==> src/hw/rtl/iibs_pkg.sv <==
`timescale 1ns / 1ps
`default_nettype none
// ----------------------------------------------------------------------------
// Integral image box sum package
// Shared sizes, codes and the queue word passed from the front to the back.
// ----------------------------------------------------------------------------
package iibs_pkg;

   localparam int MAX_WIDTH  = 512;
   localparam int MAX_HEIGHT = 512;

   localparam int COL_W    = $clog2(MAX_WIDTH);
   localparam int ROW_W    = $clog2(MAX_HEIGHT);
   localparam int DIM_W    = 10;
   localparam int COORD_W  = 9;
   localparam int QEND_W   = DIM_W + 1;
   localparam int ADDR_W   = ROW_W + COL_W;
   localparam int CHAN_W   = 8;
   localparam int GRAY_W   = 8;
   localparam int GRAY_SUM_W = 16;
   localparam int RSUM_W   = 17;
   localparam int TOTAL_W  = 26;

   localparam int CSR_INDEX_W = 1;
   localparam int CSR_DATA_W  = 10;

   localparam int QUEUE_DEPTH   = 2;
   localparam int QUEUE_PTR_W   = $clog2(QUEUE_DEPTH);
   localparam int QUEUE_COUNT_W = QUEUE_PTR_W + 1;

   // Fixed-point gray weights, scaled by 256, with round-to-nearest offset.
   localparam logic [GRAY_SUM_W-1:0] GRAY_WEIGHT_A = GRAY_SUM_W'(54);
   localparam logic [GRAY_SUM_W-1:0] GRAY_WEIGHT_B = GRAY_SUM_W'(184);
   localparam logic [GRAY_SUM_W-1:0] GRAY_WEIGHT_C = GRAY_SUM_W'(18);
   localparam logic [GRAY_SUM_W-1:0] GRAY_ROUND    = GRAY_SUM_W'(128);

   localparam logic [CSR_INDEX_W-1:0] CSR_IMAGE_WIDTH  = CSR_INDEX_W'(0);
   localparam logic [CSR_INDEX_W-1:0] CSR_IMAGE_HEIGHT = CSR_INDEX_W'(1);

   typedef enum logic {
      OP_PIXEL = 1'b0,
      OP_QUERY = 1'b1
   } op_type;

   typedef struct packed {
      logic                   en;
      logic [CSR_INDEX_W-1:0] index;
      logic [CSR_DATA_W-1:0]  data;
   } csr_write_type;

   // For a pixel, x1/y1 give its own position and y0 the row above.
   // For a query, x0/y0 give the column and row just outside the box and
   // x1/y1 its last column and row.
   typedef struct packed {
      op_type              op;
      logic [GRAY_W-1:0]   gray;
      logic [RSUM_W-1:0]   row_sum;
      logic                outside;
      logic [COL_W-1:0]    x0;
      logic [ROW_W-1:0]    y0;
      logic [COL_W-1:0]    x1;
      logic [ROW_W-1:0]    y1;
      logic                left_ok;
      logic                top_ok;
   } entry_type;

endpackage
`default_nettype wire

==> src/hw/rtl/iibs_queue.sv <==
`timescale 1ns / 1ps
`default_nettype none
// ----------------------------------------------------------------------------
// Integral image box sum queue
// Short first-in first-out buffer of classified words between front and back.
// ----------------------------------------------------------------------------
module iibs_queue (
   input  wire logic                 clock,
   input  wire logic                 reset,
   input  wire logic                 push_en,
   input  wire iibs_pkg::entry_type  push_entry,
   output logic                      full,
   input  wire logic                 pop_en,
   output iibs_pkg::entry_type       head,
   output logic                      empty
);

   iibs_pkg::entry_type                   entries_ff [iibs_pkg::QUEUE_DEPTH];
   logic [iibs_pkg::QUEUE_PTR_W-1:0]      wr_ptr_ff;
   logic [iibs_pkg::QUEUE_PTR_W-1:0]      rd_ptr_ff;
   logic [iibs_pkg::QUEUE_COUNT_W-1:0]    count_ff;
   logic [iibs_pkg::QUEUE_COUNT_W-1:0]    count_in;

   assign full  = count_ff == iibs_pkg::QUEUE_COUNT_W'(iibs_pkg::QUEUE_DEPTH);
   assign empty = count_ff == '0;
   assign head  = entries_ff[rd_ptr_ff];

   assign count_in = count_ff + iibs_pkg::QUEUE_COUNT_W'(push_en)
                              - iibs_pkg::QUEUE_COUNT_W'(pop_en);

   always_ff @(posedge clock) begin
      if (reset) begin
         wr_ptr_ff <= '0;
         rd_ptr_ff <= '0;
         count_ff  <= '0;
      end else begin
         if (push_en) begin
            wr_ptr_ff <= wr_ptr_ff + iibs_pkg::QUEUE_PTR_W'(1);
         end
         if (pop_en) begin
            rd_ptr_ff <= rd_ptr_ff + iibs_pkg::QUEUE_PTR_W'(1);
         end
         count_ff <= count_in;
      end
   end

   always_ff @(posedge clock) begin
      if (push_en) begin
         entries_ff[wr_ptr_ff] <= push_entry;
      end
   end

   a_no_overflow: assert property (@(posedge clock) disable iff (reset)
      (push_en && !pop_en) |-> !full)
      else $error("queue written while full");

   a_no_underflow: assert property (@(posedge clock) disable iff (reset)
      pop_en |-> !empty)
      else $error("queue read while empty");

   a_ptr_match: assert property (@(posedge clock) disable iff (reset)
      (wr_ptr_ff == rd_ptr_ff) |->
         (count_ff == '0 ||
          count_ff == iibs_pkg::QUEUE_COUNT_W'(iibs_pkg::QUEUE_DEPTH)))
      else $error("queue pointers disagree with the fill count");

endmodule
`default_nettype wire

==> config.mk <==
export PLATFORM = sky130hd
export DESIGN_NAME = iibs_queue
export DESIGN_NICKNAME = d
export VERILOG_FILES = /design/src/hw/rtl/iibs_pkg.sv /design/src/hw/rtl/iibs_queue.sv
export SDC_FILE = /design/constraint.sdc
export NUM_CORES = 1
export LEC_CHECK = 0
export ABC_AREA = 1
export BUFFER_PORTS_ARGS = -buffer_cell sky130_fd_sc_hd__buf_4
export CORE_ASPECT_RATIO = 1.2
export CORE_MARGIN = 4
export CORE_UTILIZATION = 30
export CTS_CLUSTER_DIAMETER = 100
export CTS_CLUSTER_SIZE = 16
export DETAILED_ROUTE_END_ITERATION = 16
export PLACE_DENSITY = 0.52
export SYNTH_ARGS = -nofsm -noshare
export SYNTH_HDL_FRONTEND = slang
export SYNTH_SLANG_ARGS = --single-unit
==> constraint.sdc <==
create_clock -name clock -period 10.59 [get_ports clock]
set_input_delay 0.5295 -clock clock [delete_from_list [all_inputs] [get_ports clock]]
set_output_delay 0.5295 -clock clock [all_outputs]
set_load 0.1 [all_outputs]
**After elaboration in Yosys (flattened, before gate mapping)**

Memory sizes are Yosys's and may differ from the RTL's. A register that Yosys moved wholly into a read port is not among the register bits.
Cells that the tools add are included.

- Word-level logic and storage cells: 14
- Input port bits: 69
- RAM bits: 130
- Output and inout port bits: 67
- Memories: 1
- Bits in registers: 4

Memories:

| name | depth | bits a word | rd ports | clocked after Yosys merged registers in | write ports | line | text |
|---|---|---|---|---|---|---|---|
| entries_ff | 2 | 65 | 1 | 1 | 1 | iibs_queue.sv:18 | `iibs_pkg::entry_type entries_ff [iibs_pkg::QUEUE_DEPTH];` |

- Reduce and logical (&&, ||, !) cells: 1
- Eq/ne operators: 1
- Muxes and demuxes: 4
- Add/subtract/negate cells: 4

Operators by type and width:

| operator | count |
|---|---|
| 2-to-1 mux 1 bit | 4 |
| adder 1 bit, second input constant | 2 |
| adder 2 x 1 -> 2 bit | 1 |
| equality test 2 bit, second input constant | 1 |
| logical NOT 2 bit | 1 |
| subtractor 2 x 1 -> 2 bit | 1 |

**Depth between registers and ports, before layout**

- Depth after elaboration: 3
- Gate-level depth with buffers: 9

**Least setup slack after synthesis**

No wires, ideal clock.

- Kind: input-to-reg
- From: in push_en
- To: mem entries_ff[0][0] (netlist bit) (enable)
- Setup time: 0.490 ns
- Slack: 6.805 ns
- Cell stages on the path: 2
- Required time: 10.100 ns
- Path buffers: 0
- Arrival: 3.295 ns
- Path through: inv_1 -> nor2_1

- Cells in the longest elaborated chain, start to end: 2

RTL lines:

| element | line | text |
|---|---|---|
| start: declaration | iibs_queue.sv:10 | `input wire logic push_en,` |
| 2-to-1 mux 1 bit | iibs_queue.sv:48 | `if (push_en) begin` |
| 2-to-1 mux 1 bit (implied by the code) | iibs_queue.sv:49 | `entries_ff[wr_ptr_ff] <= push_entry;` |
| end: declaration | iibs_queue.sv:18 |  |

No other way between the ends.

==> impl_metrics.tcl <==
set metrics [dict create \
    status "completed" \
    port_buffers 135 \
    clock_latency_ps 410 \
    grt_max_degree 39 \
    hold_depth 1 \
    cp-start-kind "flip-flop" \
    preCtsSetupSlack_ps 8010 \
    hold_path_class "in2reg" \
    max_freq_mhz 342 \
    maxSlewViolCount 0 \
    r2r-end "entries_ff[0][13]" \
    min_to "entries_ff[0][0]" \
    diodes 0 \
    core_area_um2 16800 \
    die_y_um 151 \
    detail_route.wl_per_cell_um 15.7 \
    cap_violations 0 \
    synth_compound_area_share_pct 0.0978 \
    stdcell_area_um2 6910 \
    synth_top_area_share_pct 76.2 \
    total_power_mw 1.52 \
    vias 2547 \
    yosys.cell_types.count 14 \
    io_pins 136 \
    cts_tree "done" \
    crit_top_cell "buf_4" \
    postCtsSetupRepairBufs 0 \
    synth_top_family_by_area "multiplexers" \
    htreeDepth 4 \
    ant_nets 0 \
    avgSynthCellArea_um2 22.0 \
    place_congestion 0.655 \
    worstReg2RegStart "wr_ptr_ff" \
    grt_pass1_vias 2726 \
    crit_buf_inv 2 \
    seq_area_frac_synth_pct 78.2 \
    worstPathCellList "buf_4 -> mux2_2 -> buf_4" \
    netlist_instances 233 \
    yosys.area_share.simple_pct 1.08 \
    ys.warnings.count 0 \
    synth_top_area_cell "edfxtp_1" \
    leakage_nw 2.70 \
    synth_commonest_cells "edfxtp_1, mux2_4, mux2_2, inv_1, nor2_1" \
    yosys.area_share.adder_pct 0.489 \
    core.rowCount 52 \
    hold_buffers 0 \
    rrSetupSlack_ps 8560 \
    cp_data_required_time_ps 10060 \
    worstMarginPinSlew_ps 906 \
    synth_mux_area_share_pct 18.0 \
    drive_above_1_share_pct 58.6 \
    place_hpwl_um 6360 \
    async_flop_share_pct 0 \
    rsz0062_at_grt "no" \
    grt_pass1_wl_um 14100 \
    setup_slack_ps 7670 \
    netlist_area_um2 5120 \
    syn2layout_area_growth_pct 34.9 \
    ys_ff_latch 135 \
    die_area_um2 19200 \
    peakVddDrop_mv 0.0852 \
    dp.cells 580 \
    fin_util_pct 41.2 \
    start_util_pct 30.5 \
    nets 454 \
    hold_viol 0 \
    cts_buffers 17 \
    cts.path.max_buffers 2 \
    path_clk_slew_ps 60 \
    fin_setup_tns_ps 0 \
    path_delay_family "buffers and inverters" \
    setup_violations 0 \
    antenna_found_initial 0 \
    syn_nets 304 \
    drt-total-wl_um 9570 \
    r2r_cells 2 \
    skew_ps 6.92 \
    max_stage_delay_ps 660 \
    crit_type "reg2out" \
    drc 0 \
    final_cells 610 \
    routed_via_density 4.18 \
    maxSlewHeadroom_pct 39.5 \
    cts_resized 0 \
    drtPass1Iterations 4 \
    grt_util_all_layers_pct 9.95 \
    drtIter0Drc 155 \
    arrival_ps 2390 \
    placed_area_um2 6370 \
    cellPowerDensity_nw_per_um2 219 \
    clock-root-buffer "clkbuf_16" \
    slowest_stage "buf_4" \
    synthXorXnorAreaFrac_pct 0.171 \
    synth.most_common_cell "edfxtp_1" \
    end_kind "primary output" \
    synth_area_leaders "edfxtp_1, mux2_4, mux2_2" \
    holdCritStartpoint "push_entry[0]" \
    cts_sinks 135 \
    holdWs_ps 304 \
    synth-edff-count 130 \
    die_w_um 127 \
    crit_fanout 38 \
    gr-total-overflow 0 \
    ys.flop_type "edfxtp_1" \
    finalCriticalPeriod_ps 2920 \
    period_share_pct 27.6 \
]
[report_power, final]
group / total, mW / switching, mW / internal (mW)
Sequential: 0.631 / 0.0123 / 0.619
Clock: 0.544 / 0.204 / 0.340
Combinational: 0.341 / 0.250 / 0.0912
[placed cells by master (no fill, tap or decap), types with 2 or more instances in the layout]
cell type,instances
ha_1,2
mux2_4,50
nor2_1,7
clkbuf_16,17
clkinv_1,3
clkinv_2,4
buf_4,138
edfxtp_1,130
dfxtp_1,4
clkbuf_1,2
clkinvlp_4,2
bufinv_16,2
nand2_1,4
mux2_2,15
inv_1,7
[registers in the layout (all words and copies together), names as in the netlist, named ones only]
name        flops
count_ff        2
entries_ff    130
wr_ptr_ff       1
rd_ptr_ff       1
[cells by family after synthesis]
group | after synthesis
AOI/OAI and AO/OA | 1
xor gates and xnor gates | 1
adders and majority gates | 2
buffers and inverters | 15
DFF | 135
muxes | 65
and+or+nand+nor | 14
[layer usage]
metal  share of wire [%]  vias to the layer above  global-route usage [%]
li1                    -                     1197                       -
met1                  39                     1248                    10.9
met2                  52                       92                    16.6
met3                 7.5                       10                    4.51
met4                 1.7                        0                    4.67
met5                   0                        -                       0
[layout make-up]
cell class                      instances  area, um^2
Clock inverter                         11         110
Clock buffer                           19         433
Fill cell                            1556        9880
Multi-Input combinational cell         83        1020
Sequential cell                       135        4010
Tap cell                              216         270
Inverter                                8        31.3
Timing Repair Buffer                  138        1040
[how the worst max path moves through the flow]
stage / depth (start not counted) / end / slack (ps)
floorplan: 2 / entries_ff[0][0] / 6800
global placement: 3 / head[60] / 8030
detailed placement: 3 / head[60] / 8010
CTS: 3 / head[60] / 7560
global route: 3 / head[60] / 7520
finish: 3 / head[60] / 7670
Power figures use the tool's default switching activity.
