<file path="src/hw/rtl/iibs_pkg.sv">
`timescale 1ns / 1ps
`default_nettype none
// ----------------------------------------------------------------------------
// Integral image box sum package
// Shared sizes, codes and the queue word passed from the front to the back.
// ----------------------------------------------------------------------------
package iibs_pkg;

   localparam int MAX_WIDTH  = 512;
   localparam int MAX_HEIGHT = 512;

   localparam int COL_W    = $clog2(MAX_WIDTH);
   localparam int ROW_W    = $clog2(MAX_HEIGHT);
   localparam int DIM_W    = 10;
   localparam int COORD_W  = 9;
   localparam int QEND_W   = DIM_W + 1;
   localparam int ADDR_W   = ROW_W + COL_W;
   localparam int CHAN_W   = 8;
   localparam int GRAY_W   = 8;
   localparam int GRAY_SUM_W = 16;
   localparam int RSUM_W   = 17;
   localparam int TOTAL_W  = 26;

   localparam int CSR_INDEX_W = 1;
   localparam int CSR_DATA_W  = 10;

   localparam int QUEUE_DEPTH   = 2;
   localparam int QUEUE_PTR_W   = $clog2(QUEUE_DEPTH);
   localparam int QUEUE_COUNT_W = QUEUE_PTR_W + 1;

   // Fixed-point gray weights, scaled by 256, with round-to-nearest offset.
   localparam logic [GRAY_SUM_W-1:0] GRAY_WEIGHT_A = GRAY_SUM_W'(54);
   localparam logic [GRAY_SUM_W-1:0] GRAY_WEIGHT_B = GRAY_SUM_W'(184);
   localparam logic [GRAY_SUM_W-1:0] GRAY_WEIGHT_C = GRAY_SUM_W'(18);
   localparam logic [GRAY_SUM_W-1:0] GRAY_ROUND    = GRAY_SUM_W'(128);

   localparam logic [CSR_INDEX_W-1:0] CSR_IMAGE_WIDTH  = CSR_INDEX_W'(0);
   localparam logic [CSR_INDEX_W-1:0] CSR_IMAGE_HEIGHT = CSR_INDEX_W'(1);

   typedef enum logic {
      OP_PIXEL = 1'b0,
      OP_QUERY = 1'b1
   } op_type;

   typedef struct packed {
      logic                   en;
      logic [CSR_INDEX_W-1:0] index;
      logic [CSR_DATA_W-1:0]  data;
   } csr_write_type;

   // For a pixel, x1/y1 give its own position and y0 the row above.
   // For a query, x0/y0 give the column and row just outside the box and
   // x1/y1 its last column and row.
   typedef struct packed {
      op_type              op;
      logic [GRAY_W-1:0]   gray;
      logic [RSUM_W-1:0]   row_sum;
      logic                outside;
      logic [COL_W-1:0]    x0;
      logic [ROW_W-1:0]    y0;
      logic [COL_W-1:0]    x1;
      logic [ROW_W-1:0]    y1;
      logic                left_ok;
      logic                top_ok;
   } entry_type;

endpackage
`default_nettype wire

</file>
<file path="src/hw/rtl/iibs_front.sv">
`timescale 1ns / 1ps
`default_nettype none
// ----------------------------------------------------------------------------
// Integral image box sum front end
// Takes words, holds the frame registers and position counters, converts
// pixels to gray and checks query boxes before queueing them.
// ----------------------------------------------------------------------------
module iibs_front (
   input  wire logic                            clock,
   input  wire logic                            reset,
   input  wire logic                            start,
   output logic                                 busy,
   input  wire logic                            op,
   input  wire logic [iibs_pkg::CHAN_W-1:0]     chan_a,
   input  wire logic [iibs_pkg::CHAN_W-1:0]     chan_b,
   input  wire logic [iibs_pkg::CHAN_W-1:0]     chan_c,
   input  wire logic [iibs_pkg::COORD_W-1:0]    query_x,
   input  wire logic [iibs_pkg::COORD_W-1:0]    query_y,
   input  wire logic [iibs_pkg::DIM_W-1:0]      box_width,
   input  wire logic [iibs_pkg::DIM_W-1:0]      box_height,
   input  wire iibs_pkg::csr_write_type         csr,
   output logic                                 push_en,
   output iibs_pkg::entry_type                  push_entry,
   input  wire logic                            queue_full
);

   logic                            item_valid_ff;
   iibs_pkg::op_type                item_op_ff;
   logic [iibs_pkg::CHAN_W-1:0]     chan_a_ff;
   logic [iibs_pkg::CHAN_W-1:0]     chan_b_ff;
   logic [iibs_pkg::CHAN_W-1:0]     chan_c_ff;
   logic [iibs_pkg::COORD_W-1:0]    query_x_ff;
   logic [iibs_pkg::COORD_W-1:0]    query_y_ff;
   logic [iibs_pkg::DIM_W-1:0]      box_width_ff;
   logic [iibs_pkg::DIM_W-1:0]      box_height_ff;

   logic [iibs_pkg::DIM_W-1:0]      width_reg_ff;
   logic [iibs_pkg::DIM_W-1:0]      height_reg_ff;
   logic [iibs_pkg::COL_W-1:0]      col_ff;
   logic [iibs_pkg::ROW_W-1:0]      row_ff;
   logic [iibs_pkg::RSUM_W-1:0]     rsum_ff;

   logic [iibs_pkg::COL_W-1:0]      col_in;
   logic [iibs_pkg::ROW_W-1:0]      row_in;
   logic [iibs_pkg::RSUM_W-1:0]     rsum_in;

   logic                            accept;
   logic [iibs_pkg::DIM_W-1:0]      eff_width;
   logic [iibs_pkg::DIM_W-1:0]      eff_height;
   logic [iibs_pkg::GRAY_SUM_W-1:0] gray_sum;
   logic [iibs_pkg::GRAY_W-1:0]     gray;
   logic                            out_of_frame;
   logic [iibs_pkg::COL_W-1:0]      col_cur;
   logic [iibs_pkg::ROW_W-1:0]      row_cur;
   logic [iibs_pkg::DIM_W-1:0]      col_plus;
   logic [iibs_pkg::DIM_W-1:0]      row_plus;
   logic [iibs_pkg::QEND_W-1:0]     x_end;
   logic [iibs_pkg::QEND_W-1:0]     y_end;
   logic [iibs_pkg::QEND_W-1:0]     x_last;
   logic [iibs_pkg::QEND_W-1:0]     y_last;
   logic                            box_outside;

   assign busy    = item_valid_ff & queue_full;
   assign accept  = start & ~busy;
   assign push_en = item_valid_ff & ~queue_full;

   // A zero register acts as one; a register above the maximum is clamped.
   always_comb begin
      if (width_reg_ff == '0) begin
         eff_width = iibs_pkg::DIM_W'(1);
      end else if (width_reg_ff > iibs_pkg::DIM_W'(iibs_pkg::MAX_WIDTH)) begin
         eff_width = iibs_pkg::DIM_W'(iibs_pkg::MAX_WIDTH);
      end else begin
         eff_width = width_reg_ff;
      end
      if (height_reg_ff == '0) begin
         eff_height = iibs_pkg::DIM_W'(1);
      end else if (height_reg_ff > iibs_pkg::DIM_W'(iibs_pkg::MAX_HEIGHT)) begin
         eff_height = iibs_pkg::DIM_W'(iibs_pkg::MAX_HEIGHT);
      end else begin
         eff_height = height_reg_ff;
      end
   end

   // The weighted sum peaks below 2^16, so the gray value never saturates.
   assign gray_sum = iibs_pkg::GRAY_WEIGHT_A * iibs_pkg::GRAY_SUM_W'(chan_a_ff)
                   + iibs_pkg::GRAY_WEIGHT_B * iibs_pkg::GRAY_SUM_W'(chan_b_ff)
                   + iibs_pkg::GRAY_WEIGHT_C * iibs_pkg::GRAY_SUM_W'(chan_c_ff)
                   + iibs_pkg::GRAY_ROUND;
   assign gray = gray_sum[iibs_pkg::GRAY_SUM_W-1 -: iibs_pkg::GRAY_W];

   // A frame shrunk under the current position starts over at the origin.
   assign out_of_frame = (iibs_pkg::DIM_W'(col_ff) >= eff_width) ||
                         (iibs_pkg::DIM_W'(row_ff) >= eff_height);
   assign col_cur  = out_of_frame ? '0 : col_ff;
   assign row_cur  = out_of_frame ? '0 : row_ff;
   assign col_plus = iibs_pkg::DIM_W'(col_cur) + iibs_pkg::DIM_W'(1);
   assign row_plus = iibs_pkg::DIM_W'(row_cur) + iibs_pkg::DIM_W'(1);

   always_comb begin
      if (out_of_frame || col_cur == '0) begin
         rsum_in = iibs_pkg::RSUM_W'(gray);
      end else begin
         rsum_in = rsum_ff + iibs_pkg::RSUM_W'(gray);
      end
      if (col_plus >= eff_width) begin
         col_in = '0;
         row_in = (row_plus >= eff_height) ? '0 : row_plus[iibs_pkg::ROW_W-1:0];
      end else begin
         col_in = col_plus[iibs_pkg::COL_W-1:0];
         row_in = row_cur;
      end
   end

   assign x_end  = iibs_pkg::QEND_W'(query_x_ff) + iibs_pkg::QEND_W'(box_width_ff);
   assign y_end  = iibs_pkg::QEND_W'(query_y_ff) + iibs_pkg::QEND_W'(box_height_ff);
   assign x_last = x_end - iibs_pkg::QEND_W'(1);
   assign y_last = y_end - iibs_pkg::QEND_W'(1);
   assign box_outside = (box_width_ff == '0) || (box_height_ff == '0) ||
                        (x_end > iibs_pkg::QEND_W'(eff_width)) ||
                        (y_end > iibs_pkg::QEND_W'(eff_height));

   always_comb begin
      push_entry.op = item_op_ff;
      unique case (item_op_ff)
         iibs_pkg::OP_PIXEL: begin
            push_entry.gray    = gray;
            push_entry.row_sum = rsum_in;
            push_entry.outside = 1'b0;
            push_entry.x0      = col_cur;
            push_entry.y0      = row_cur - iibs_pkg::ROW_W'(1);
            push_entry.x1      = col_cur;
            push_entry.y1      = row_cur;
            push_entry.left_ok = col_cur != '0;
            push_entry.top_ok  = row_cur != '0;
         end
         iibs_pkg::OP_QUERY: begin
            push_entry.gray    = '0;
            push_entry.row_sum = '0;
            push_entry.outside = box_outside;
            push_entry.x0      = iibs_pkg::COL_W'(query_x_ff - iibs_pkg::COORD_W'(1));
            push_entry.y0      = iibs_pkg::ROW_W'(query_y_ff - iibs_pkg::COORD_W'(1));
            push_entry.x1      = x_last[iibs_pkg::COL_W-1:0];
            push_entry.y1      = y_last[iibs_pkg::ROW_W-1:0];
            push_entry.left_ok = query_x_ff != '0;
            push_entry.top_ok  = query_y_ff != '0;
         end
         default: begin
            push_entry.gray    = '0;
            push_entry.row_sum = '0;
            push_entry.outside = 1'b0;
            push_entry.x0      = '0;
            push_entry.y0      = '0;
            push_entry.x1      = '0;
            push_entry.y1      = '0;
            push_entry.left_ok = 1'b0;
            push_entry.top_ok  = 1'b0;
         end
      endcase
   end

   always_ff @(posedge clock) begin
      if (reset) begin
         item_valid_ff <= 1'b0;
         width_reg_ff  <= iibs_pkg::DIM_W'(iibs_pkg::MAX_WIDTH);
         height_reg_ff <= iibs_pkg::DIM_W'(iibs_pkg::MAX_HEIGHT);
         col_ff        <= '0;
         row_ff        <= '0;
         rsum_ff       <= '0;
      end else begin
         if (accept) begin
            item_valid_ff <= 1'b1;
         end else if (push_en) begin
            item_valid_ff <= 1'b0;
         end
         if (push_en && item_op_ff == iibs_pkg::OP_PIXEL) begin
            col_ff  <= col_in;
            row_ff  <= row_in;
            rsum_ff <= rsum_in;
         end
         // Any register write restarts the frame.
         if (csr.en) begin
            unique case (csr.index)
               iibs_pkg::CSR_IMAGE_WIDTH:  width_reg_ff  <= csr.data;
               iibs_pkg::CSR_IMAGE_HEIGHT: height_reg_ff <= csr.data;
               default: ;
            endcase
            col_ff  <= '0;
            row_ff  <= '0;
            rsum_ff <= '0;
         end
      end
   end

   always_ff @(posedge clock) begin
      if (accept) begin
         item_op_ff    <= iibs_pkg::op_type'(op);
         chan_a_ff     <= chan_a;
         chan_b_ff     <= chan_b;
         chan_c_ff     <= chan_c;
         query_x_ff    <= query_x;
         query_y_ff    <= query_y;
         box_width_ff  <= box_width;
         box_height_ff <= box_height;
      end
   end

endmodule
`default_nettype wire

</file>
<file path="config.mk">
export PLATFORM = sky130hd
export DESIGN_NAME = iibs_front
export DESIGN_NICKNAME = d
export VERILOG_FILES = /design/src/hw/rtl/iibs_pkg.sv /design/src/hw/rtl/iibs_front.sv
export SDC_FILE = /design/constraint.sdc
export NUM_CORES = 1
export LEC_CHECK = 0
export BUFFER_PORTS_ARGS = -buffer_cell sky130_fd_sc_hd__buf_4
export CORE_ASPECT_RATIO = 0.7
export CORE_MARGIN = 2
export CORE_UTILIZATION = 60
export CTS_BUF_LIST = sky130_fd_sc_hd__clkbuf_4
export DETAILED_ROUTE_END_ITERATION = 8
export HOLD_SLACK_MARGIN = 0.1
export PLACE_DENSITY = 0.82
export SLEW_MARGIN = 20
export SYNTH_ARGS = -nofsm -noshare
export SYNTH_HDL_FRONTEND = slang
export SYNTH_SLANG_ARGS = --single-unit
</file>
<file path="constraint.sdc">
create_clock -name clock -period 8.75 [get_ports clock]
set_input_delay 0.875 -clock clock [delete_from_list [all_inputs] [get_ports clock]]
set_output_delay 0.875 -clock clock [all_outputs]
set_load 0.02 [all_outputs]
</file>
## Word level (Yosys, flattened, before mapping)

Index checks and enable logic that the tools add are counted.

| operators by class | value |
|---|---|
| add/subtract/negate cells | 13 |
| multipliers | 3 |
| $lt $le $gt $ge | 8 |
| mux-type cells | 13 |
| bitwise logic cells | 7 |
| reductions and logical operators | 19 |

Operators by type and width:

| kind | count |
|---|---|
| 64-bit case mux with 2 select lines | 1 |
| 9-bit two-way mux | 5 |
| 9-bit by 1-bit subtractor with 9-bit output (second input constant) | 5 |
| 10-bit logical NOT | 4 |
| 10-bit two-way mux | 4 |
| 9-bit nonzero test | 4 |
| 5-bit by 8-bit multiplier with 13-bit output (first input constant) | 2 |
| 9-bit by 10-bit adder with 11-bit output | 2 |
| 11-bit by 10-bit greater-than comparator with 1-bit output | 2 |
| 9-bit by 1-bit adder with 10-bit output (second input constant) | 2 |
| 10-bit greater-or-equal comparator | 2 |
| 9-bit by 10-bit greater-or-equal comparator with 1-bit output | 2 |
| 10-bit greater-than comparator (second input constant) | 2 |
| 17-bit by 8-bit adder with 17-bit output | 1 |
| 17-bit two-way mux | 1 |
| 14-bit by 16-bit adder with 16-bit output | 1 |
| 16-bit by 13-bit adder with 16-bit output | 1 |
| 16-bit by 8-bit adder with 16-bit output (second input constant) | 1 |
| 4-bit by 8-bit multiplier with 12-bit output (first input constant) | 1 |
| 9-bit logical NOT | 1 |
| 1-bit logical OR | 5 |
| 1-bit inverter | 4 |
| 2-bit AND reduction | 2 |
| 1-bit AND | 3 |
| 4 further kinds | 5 |

| word-level totals | value |
|---|---|
| bits in registers | 119 |
| output and inout port bits | 67 |

## Longest topological paths before layout

Gate-level depths: netlist (run 1).

| depth | value |
|---|---|
| word-level depth | 10 |
| depth in mapped cells | 31 |
| mapped depth without buffers | 31 |

## Least setup slack after synthesis (run 1)

No wires, ideal clock.

| timing | value |
|---|---|
| kind | register to output |
| from | register chan_a_ff[2] (netlist name) |
| to | output push_entry[47] (netlist name) |
| arrival | 6,773 ps |
| required time | 7,875 ps |
| slack | 1,102 ps |
| cell stages (with the launch flop) | 27 |
| path buffers | 0 |
| path through | edfxtp_1 -> ha_1 -> fa_1 -> inv_1 -> fa_1 -> inv_1 -> ha_1 -> a21oi_1 -> o21ai_0 -> a21o_1 -> a21oi_1 -> xor2_1 -> fa_1 -> inv_1 -> ha_1 -> ha_1 -> and4_1 -> o21a_1 -> a22o_1 -> o31ai_4 -> o21ai_1 -> xnor3_2 -> ha_1 -> or3_1 -> a2111oi_0 -> nor3_1 -> nor3_1 |

RTL lines:

| what | RTL line | text |
|---|---|---|
| start: declaration | iibs_front.sv:29 | `logic [iibs_pkg::CHAN_W-1:0] chan_a_ff;` |
| start signal: assignment | iibs_front.sv:198 | `chan_a_ff <= chan_a;` |
| end: declaration | iibs_front.sv:23 | `output iibs_pkg::entry_type push_entry,` |

==> metrics.csv, run 1 <==
metric,value,unit
fin crit period,8.50,ns
top-area cell type share of the netlist area,20.2,%
antenna violations before repair,2,
worst vdd ir,0.000476,V
Die ar.,0.0199,mm^2
Inst Count DP,1637,
hold path startpoint,chan_a[0],
netlist area before placement,0.0113,mm^2
via count of the first global-routing pass,9386,
clk_skew,0.0303,ns
Setup CP Type,reg -> out,
first-pass GRT wire length,47700,um
relative slew slack,28.1,%
startpoint type of the worst setup path,register,
setup ws final,0.252,ns
"CTS clk-pin slew, worst paths",0.14,ns
status,finished clean,
Setup crit end kind,output port,
CP Depth,29,
routed vias,10100,
clk sinks,119,
Vias per Instance,6.00,
worst-path fanout max,5,
Synth Warn #,0,
Max Slew Vio Count,0,
hold-critical path depth,1,
CTS root buf,clkbuf_4,
# setup viols final,0,
Yosys top cell by area,ha_1,
Hold Path Class,in -> reg,
leakage,5.84,nW
Least-Margin Pin Slew,1.08,ns
Cell Pwr Density,417,mW/mm^2
DRC viols,0,
crit path launch,chan_a_ff[1],
Die H,119,um
Rows,41,
Setup crit end,push_entry[51],
Max-cap violations,0,
Async SR Flop Fraction,0,%
layout cells sized above 1,16.3,%
core area,0.0182,mm^2
H-tree depth,4,
overall power,5.46,mW
DIE WIDTH,168,um
Clock Path Buffers,2,
Syn Area/Cell,8.70,um^2
WP buf/inv,5,
part of the Yosys area used for sequential elements,26.7,%
worst path arrival time,7.62,ns
Starting DRT DRC Count,1125,
IO Count,146,
Synth Net Count,1589,
"non-filler cells, final",1682,
Placement Setup Slack,0.573,ns
Reg2Reg Depth,29,
"Remaining Overflow, GRT",0,
Worst path top cell family by delay,adder cells,
Mapped Cells,1297,
Detailed Place HPWL,23100,um
gr usage total,30.1,%
ANT nets after route,0,
synthesis-to-layout area growth,16.1,%
ys flop type,edfxtp_1,
Final Cycle Share,97.1,%
final hold violation count,0,
CTS tree,yes,
Initial Util,62.0,%
drt pass-1 iters,7,
flop-to-flop setup slack,1.50,ns
hold_buf cts,0,
"Req. time, crit path",7.88,ns
PortBufs,145,
Synth Register Bits,119,
Worst path max stage delay,0.54,ns
clk_lat worst skew,0.59,ns
launching point of the worst reg2reg path,chan_a_ff[1],
wire length per cell,18.0,um
synth top area cells,"ha_1 20%, edfxtp_1 17%, dfxtp_1 9.9%",
Placer Congestion,0.959,
post-synthesis cell type count,71,
drt total wl,30200,um
R2R Path End,rsum_ff[15],
"EDFF count, synth",63,
Layout Nets,1723,
largest net degree at the start of global routing,64,
slowest stage cell on the critical path,fa_1,
f_max,118,MHz
Num CTS Buffers,17,
==> placed cells by master, fill, tap and decap left out, drive strengths merged, types with 6 or more instances in the layout <==
cell / count
ha: 182
buf: 159
nand2: 133
nor2: 113
inv: 105
a21oi: 95
o21ai: 71
edfxtp: 63
xnor2: 61
dfxtp: 56
xor2: 44
nand3: 34
fa: 31
nor3: 31
a21o: 20
and2: 19
clkbuf: 18
and3: 16
nor2b: 14
o21a: 13
a211oi: 13
nor4: 12
a31oi: 11
nand4: 10
o21bai: 10
nand2b: 9
mux2i: 8
or3: 8
clkinv: 6
==> area by class of cell <==
class / count / area [um^2]
Clock inverter: 14 / 151
Antenna cell: 2 / 5.00
Fill cell: 1333 / 5100
Sequential cell: 119 / 3010
Timing Repair Buffer: 159 / 1190
Tap cell: 236 / 295
Clock buffer: 18 / 135
Inverter: 104 / 390
Multi-Input combinational cell: 1030 / 7920
==> per-layer routing <==
metal	track usage [%]	share of wire [%]	routed length (um)
met5	0	0	0
met4	5.22	1.1	323
met3	7.20	10	3050
met2	43.4	42	12700
met1	45.8	47	14100
==> how the worst min path moves through the flow <==
stage	slack, ns	endpoint
after detailed placement	0.46	width_reg_ff[0]
after global routing	0.41	box_width_ff[2]
final	0.44	chan_a_ff[0]
after floorplan	0.44	height_reg_ff[0]
after global placement	0.45	width_reg_ff[0]
after CTS	0.44	chan_a_ff[0]
==> registers in the layout, summed over array words and instances (netlist names) <==
signal         cells
row_ff             9
box_height_ff     10
item_op_ff         1
col_ff             9
chan_c_ff          8
box_width_ff      10
height_reg_ff     10
chan_a_ff          8
width_reg_ff      10
rsum_ff           17
query_x_ff         9
chan_b_ff          8
query_y_ff         9
item_valid_ff      1
==> cell usage after synthesis, types with 5 or more instances <==
cell	n
mux2i_1	8
nand4_1	10
nand3_1	34
ha_1	182
a211oi_1	12
or3_1	8
nand2b_1	9
xnor2_1	61
a211o_1	5
o21ai_0	65
nor2b_1	14
o21a_1	13
xor2_1	44
edfxtp_1	63
nor2_1	111
nor3_1	30
o21ai_1	6
and3_1	16
clkbuf_1	32
inv_1	102
and2_1	19
o21bai_1	10
a31oi_1	11
buf_2	8
a22oi_1	5
fa_1	31
nand2_1	133
a21o_1	20
nor4_1	12
dfxtp_1	56
a21oi_1	95
==> power breakdown <==
group	internal [mW]	total, mW	switching (mW)
logic	1.80	4.40	2.60
registers	0.616	0.640	0.0245
clock network	0.174	0.426	0.252
total	2.59	5.46	2.88
==> stage by stage <==
step / instance area (um^2) / hold slack [ns] / setup TNS (ns) / utilization [%]
global placement: 12500 / 0.449 / 0 / 68.7
CTS: 12800 / 0.442 / 0 / 70.4
floorplan: 11300 / 0.436 / 0 / -
global route: 13100 / 0.412 / -0.321 / 72.0
detailed placement: 12500 / 0.456 / 0 / 68.7
finish: 13100 / 0.443 / 0 / 72.0
==> cells by family (layout without fill, tap and decap cells) <==
family	after synthesis	count (layout)	share of synthesized area, %
AOI/OAI and AO/OA	284	284	15.9
xor gates and xnor gates	106	106	8.36
adders and majority gates	213	213	25.7
buffers and inverters	148	295	5.14
DFF	119	119	26.7
muxes	8	8	0.709
other	0	2	0
and+or+nand+nor	419	419	17.5
==> timing repair <==
item / 4_1_cts / 5_1_grt
resized for setup: 3 / 36
setup endpoints to repair: 7 / 12
setup buffers: 0 / 11
pin swaps: 0 / 11
Power figures use the tool's default switching activity.
==> inputs of run 2 (changes only) <==
--- a/config.mk
+++ b/config.mk
@@ -8,11 +8,11 @@
 export BUFFER_PORTS_ARGS = -buffer_cell sky130_fd_sc_hd__buf_4
 export CORE_ASPECT_RATIO = 0.7
 export CORE_MARGIN = 2
-export CORE_UTILIZATION = 60
+export CORE_UTILIZATION = 61
 export CTS_BUF_LIST = sky130_fd_sc_hd__clkbuf_4
 export DETAILED_ROUTE_END_ITERATION = 8
 export HOLD_SLACK_MARGIN = 0.1
-export PLACE_DENSITY = 0.82
+export PLACE_DENSITY = 0.84
 export SLEW_MARGIN = 20
 export SYNTH_ARGS = -nofsm -noshare
 export SYNTH_HDL_FRONTEND = slang
==> run 2 against run 1 <==
  * Global-route usage hardly changed
  * Die area down 1.6%
  * Cell count about the same
  * Clock skew fell by 0.0057 ns
  * Hold slack better by 0.020 ns
  * Flip-flop and latch count stayed put
  * Design area shrank 1.0%
  * Via count fell by 0.29%
  * Sequential share of layout area up 0.24 points
  * Largest power group unchanged
==> metrics.csv, run 2 (synthesis results as in run 1) <==
metric,value,unit,change
clk_lat worst skew,0.58,ns,about the same
Rows,41,,unchanged
synthesis-to-layout area growth,14.9,%,
Placer Congestion,0.928,,-3.2%
first-pass GRT wire length,47600,um,-0.13%
Cell Pwr Density,398,mW/mm^2,-4.5%
antenna violations before repair,1,,-1
max reg flops,17,,unchanged
f_max,115,MHz,-1.9%
"CTS clk-pin slew, worst paths",0.13,ns,about the same
largest net degree at the start of global routing,64,,unchanged
CTS tree,yes,,
fin crit period,8.66,ns,+0.164 ns
worst vdd ir,0.000991,V,+110%
met2 WL,12400,um,-2.8%
IO Count,146,,unchanged
PortBufs,145,,unchanged
FILL cells,1360,,+2.0%
Top reg by flops,rsum_ff,,
hold_buf cts,0,,unchanged
worst path arrival time,7.79,ns,+0.17 ns
Num CTS Buffers,17,,unchanged
dpl cell area,0.0125,mm^2,unchanged
Setup crit end kind,output port,,
Die ar.,0.0196,mm^2,-1.6%
clk sinks,119,,unchanged
Die H,118,um,-0.80%
Starting DRT DRC Count,1185,,+5.3%
startpoint type of the worst setup path,register,,
Vias per Instance,5.99,,-0.23%
Setup CP Type,reg -> out,,
final hold violation count,0,,unchanged
CTS root buf,clkbuf_4,,
drt pass-1 iters,5,,-2
Initial Util,62.5,%,+0.53 points
Worst path max stage delay,0.55,ns,about the same
"Remaining Overflow, GRT",0,,unchanged
routed vias,10100,,-0.29%
Final Cycle Share,99.0,%,+1.9 points
slowest stage cell on the critical path,fa_1,,
via count of the first global-routing pass,9385,,-0.011%
status,finished clean,,
WP buf/inv,5,,unchanged
core area,0.0181,mm^2,-0.85%
Hold Path Class,in -> reg,,
final core utilization,71.8,%,-0.13 points
"commonest non-fill, non-tap cell in the layout",ha_1,,
"commonest non-fill, non-tap cells in the layout","176 x ha_1, 159 x buf_4, 133 x nand2_1, 111 x nor2_1, 102 x inv_1",,
leakage,5.82,nW,-0.23%
DR top layer,met4,,
layout cells sized above 1,15.3,%,-0.97 points
met3 WL,2900,um,-4.9%
DRC viols,0,,unchanged
relative slew slack,28.3,%,+0.17 points
Max-cap violations,0,,unchanged
"Req. time, crit path",7.88,ns,about the same
Worst path top cell family by delay,adder cells,,
# setup viols final,0,,unchanged
met1 wire length,14200,um,+0.53%
DIE WIDTH,167,um,-0.80%
gr usage total,30.1,%,about the same
H-tree depth,4,,unchanged
clk_skew,0.0245,ns,-0.00572 ns
wire length per cell,17.8,um,-0.87%
drt total wl,29900,um,-0.93%
worst-path fanout max,6,,+1
Clock Path Buffers,2,,unchanged
Max Slew Vio Count,0,,unchanged
Least-Margin Pin Slew,1.08,ns,-0.00254 ns
Layout Nets,1723,,unchanged
ANT nets after route,0,,unchanged
Detailed Place HPWL,23000,um,-0.63%
Final Cell Area,0.0130,mm^2,-1.0%
## run 2: worst register-to-register path, delay by kind of cell, from the launching register on
family | cells | cell delay [ns]
fa+ha+maj | 8 | 3.07
compound gates | 9 | 1.65
simple gates | 7 | 1.41
flops | 1 | 0.43
xor+xnor | 2 | 0.40
buf+inv | 4 | 0.35
## run 2: layout make-up
cell class | count | area, um^2 | share of cell area (%)
sequential | 119 | 3010 | 23.2
tap | 236 | 295 | 2.28
inverter | 104 | 390 | 3.01
antenna | 1 | 2.50 | 0.0193
clock buffer | 20 | 150 | 1.16
multi-input combinational | 1030 | 7860 | 60.6
clock inverter | 12 | 65.1 | 0.502
timing repair buffer | 159 | 1190 | 9.20
## run 2: routing by layer
metal  vias up  track usage, %
met5         -               0
met4         0            7.11
met3        50            7.46
met2       462            42.2
met1      4700            46.1
li1       4855               -
## run 2: metrics by stage
stage               TNS (ns)  hold WS (ns)  std cells  power, mW  setup WS [ns]
global placement           0         0.445       1637       4.40          0.797
CTS                        0         0.445       1669       4.89        0.00818
finish                     0         0.463       1681       5.16         0.0873
global route          -0.803         0.430       1681       5.52         -0.122
detailed placement         0         0.459       1637       4.51          0.614
floorplan                  0         0.436       1297       3.33           1.10
## run 2: power by group
group | switching (mW) | internal [mW]
combinational | 2.52 | 1.66
clock | 0.229 | 0.116
sequential | 0.0250 | 0.616
total | 2.77 | 2.39
## run 2: what timing repair did
| action | 4_1_cts | 5_1_grt |
|---|---|---|
| cloned | 0 | 0 |
| gates resized for setup | 1 | 27 |
| pin swaps | 0 | 7 |
| buffers inserted | 0 | 11 |
| setup endpoints to repair | 4 | 12 |
## run 2: worst paths after layout
path,from,to,slack (ns),depth (start not counted)
max reg2reg,chan_a_ff[1],rsum_ff[13],1.36,30
min,chan_a[1],chan_a_ff[1],0.46,1
min reg2reg,width_reg_ff[0],width_reg_ff[0],0.48,2
max,chan_a_ff[1],push_entry[45],0.09,29
==> inputs of run 3 (changes only) <==
--- a/config.mk
+++ b/config.mk
@@ -7,12 +7,11 @@
 export LEC_CHECK = 0
 export BUFFER_PORTS_ARGS = -buffer_cell sky130_fd_sc_hd__buf_4
 export CORE_ASPECT_RATIO = 0.7
-export CORE_MARGIN = 2
-export CORE_UTILIZATION = 61
+export CORE_UTILIZATION = 50
 export CTS_BUF_LIST = sky130_fd_sc_hd__clkbuf_4
 export DETAILED_ROUTE_END_ITERATION = 8
 export HOLD_SLACK_MARGIN = 0.1
-export PLACE_DENSITY = 0.84
+export PLACE_DENSITY = 0.71
 export SLEW_MARGIN = 20
 export SYNTH_ARGS = -nofsm -noshare
 export SYNTH_HDL_FRONTEND = slang
==> run 3 against run 2 <==
  * Cell count up 2.6%
  * Sequential power about the same
  * Flip-flop and latch count unchanged
  * Die area grew 18%
  * Hold slack worse by 0.0095 ns
  * Clock power grew 29%
  * Combinational power grew 3%
  * Design area grew 0.84%
  * Critical path type unchanged
  * Critical endpoint is now push_entry[53]
  * Largest cell class unchanged
  * Largest power group unchanged
==> metrics.csv, run 3 (synthesis results as in run 1) <==
metric,value,unit,change
fin crit period,8.36,ns,-0.302 ns
leakage,5.84,nW,+0.27%
Max Slew Vio Count,0,,unchanged
via count of the first global-routing pass,9012,,-4.0%
Final Cycle Share,95.6,%,-3.4 points
CTS tree,yes,,
"non-filler cells, final",1725,,+2.6%
worst vdd ir,0.000508,V,-49%
RSZ-0062 raised after global routing,false,,
Top reg by flops,rsum_ff,,
Seq pwr share,11.9,%,-0.5 points
largest net degree at the start of global routing,64,,unchanged
Placer Congestion,0.904,,-2.7%
Hold Path Class,in -> reg,,
slowest stage cell on the critical path,fa_1,,
Max-cap violations,0,,unchanged
"commonest non-fill, non-tap cells in the layout","176 x ha_1, 158 x buf_4, 133 x nand2_1, 109 x nor2_1, 102 x inv_1",,
drt pass-1 iters,5,,unchanged
Setup crit end,push_entry[53],,
Detailed Place HPWL,23400,um,+1.8%
Setup crit end kind,output port,,
IO Count,146,,unchanged
Rows,45,,+9.8%
Reg2Reg Depth,29,,-3.3%
Least-Margin Pin Slew,1.07,ns,-0.00802 ns
Setup CP Type,reg -> out,,
Initial Util,51.5,%,-11 points
worst-path fanout max,5,,-1
Net Sw Frac,51.4,%,-2.3 points
"Req. time, crit path",7.88,ns,about the same
Clk pwr share,8.3,%,+1.6 points
H-tree depth,4,,unchanged
PortBufs,145,,unchanged
Die H,128,um,+8.4%
clk sinks,119,,unchanged
relative slew slack,28.8,%,+0.53 points
layout cells sized above 1,15.0,%,-0.33 points
status,finished clean,,
# setup viols final,0,,unchanged
DIE WIDTH,182,um,+9.0%
startpoint type of the worst setup path,register,,
core area,0.0219,mm^2,+21%
Die ar.,0.0232,mm^2,+18%
Clock Path Buffers,2,,unchanged
clk_skew,0.0297,ns,+0.00517 ns
crit path launch,chan_a_ff[1],,
FILL cells,1851,,+36%
gr usage total,26.0,%,-4.0 points
combinational power share,79.8,%,-1.1 points
Starting DRT DRC Count,876,,-26%
R2R Path End,rsum_ff[13],,
Cell Pwr Density,411,mW/mm^2,+3.3%
ANT nets after route,0,,unchanged
"commonest non-fill, non-tap cell in the layout",ha_1,,
first-pass GRT wire length,47200,um,-0.91%
NetSw,2.76,mW,-0.41%
max reg flops,17,,unchanged
clk_lat worst skew,0.59,ns,about the same
Worst path max stage delay,0.54,ns,about the same
Cell Int Power,2.61,mW,+9.4%
synthesis-to-layout area growth,15.9,%,
Num CTS Buffers,17,,unchanged
launching point of the worst reg2reg path,chan_a_ff[1],,
wire length per cell,17.3,um,-3.0%
Final Hold Slack,0.453,ns,-0.00953 ns
setup TNS,0,ns,unchanged
f_max,120,MHz,+3.6%
Vias per Instance,5.71,,-4.7%
"Remaining Overflow, GRT",0,,unchanged
drt total wl,29800,um,-0.42%
flop-to-flop setup slack,1.55,ns,+0.19 ns
routed vias,9850,,-2.2%
worst path arrival time,7.49,ns,-0.30 ns
CTS root buf,clkbuf_4,,
final hold violation count,0,,unchanged
antenna violations before repair,1,,unchanged
"CTS clk-pin slew, worst paths",0.13,ns,about the same
Layout Nets,1722,,-0.058%
Inst Count DP,1684,,+2.9%
DRC viols,0,,unchanged
[run 3: cell type report]
type | instances | area [um^2] | share of cell area (%)
sequential | 119 | 3010 | 23.0
clock inverter | 13 | 161 | 1.23
timing repair buffer | 158 | 1190 | 9.07
tap | 282 | 353 | 2.70
antenna | 1 | 2.50 | 0.0191
clock buffer | 18 | 135 | 1.03
inverter | 104 | 390 | 2.98
multi-input combinational | 1030 | 7840 | 59.9
[run 3: worst min path at each step]
stage	startpoint	to	slack [ns]	cells after the start
2_1_floorplan	height_reg_ff[0]	height_reg_ff[0]	0.44	2
6_report	query_x[1]	query_x_ff[1]	0.45	1
4_1_cts	query_x[1]	query_x_ff[1]	0.42	1
3_3_place_gp	width_reg_ff[0]	width_reg_ff[0]	0.45	2
3_5_place_dp	width_reg_ff[0]	width_reg_ff[0]	0.45	2
5_1_grt	query_x[1]	query_x_ff[1]	0.41	1
[run 3: timing repair]
item	CTS	global route
resized for setup	2	22
buffers inserted	0	9
gates cloned	0	0
hold buffers	0	0
endpoints found under the setup margin	3	11
pin swaps	0	8
[run 3: layer usage]
layer / GRT usage (%) / routed length, um / vias up
met5: 0 / 0 / -
met4: 6.13 / 288 / 0
met3: 5.77 / 2320 / 25
met2: 36.0 / 11800 / 341
met1: 40.2 / 15400 / 4637
li1: - / - / 4847
[run 3: power by group through the flow]
stage / registers, mW / logic, mW / clock network, mW
6_report: 0.640 / 4.29 / 0.445
5_1_grt: 0.643 / 4.69 / 0.476
4_1_cts: 0.640 / 3.96 / 0.452
3_5_place_dp: 0.653 / 3.91 / 0
3_3_place_gp: 0.652 / 3.83 / 0
2_1_floorplan: 0.645 / 2.69 / 0
[run 3: critical path, delay by kind of cell, from the launching register on]
family          cells  cell delay (ns)
flops               1             0.44
compound gates      8             1.81
simple gates        5             0.80
fa+ha+maj           8             2.88
buf+inv             4             0.33
xor+xnor            3             0.61
[run 3: through the flow]
| step | utilization, % | total power, mW | setup WS, ns | instance area (um^2) |
|---|---|---|---|---|
| 6_report | 59.7 | 5.38 | 0.389 | 13100 |
| 5_1_grt | 59.7 | 5.81 | 0.00201 | 13100 |
| 4_1_cts | 58.8 | 5.05 | 0.0560 | 12900 |
| 3_5_place_dp | 57.4 | 4.56 | 0.630 | 12600 |
| 3_3_place_gp | 57.4 | 4.49 | 0.763 | 12600 |
| 2_1_floorplan | - | 3.33 | 1.10 | 11300 |
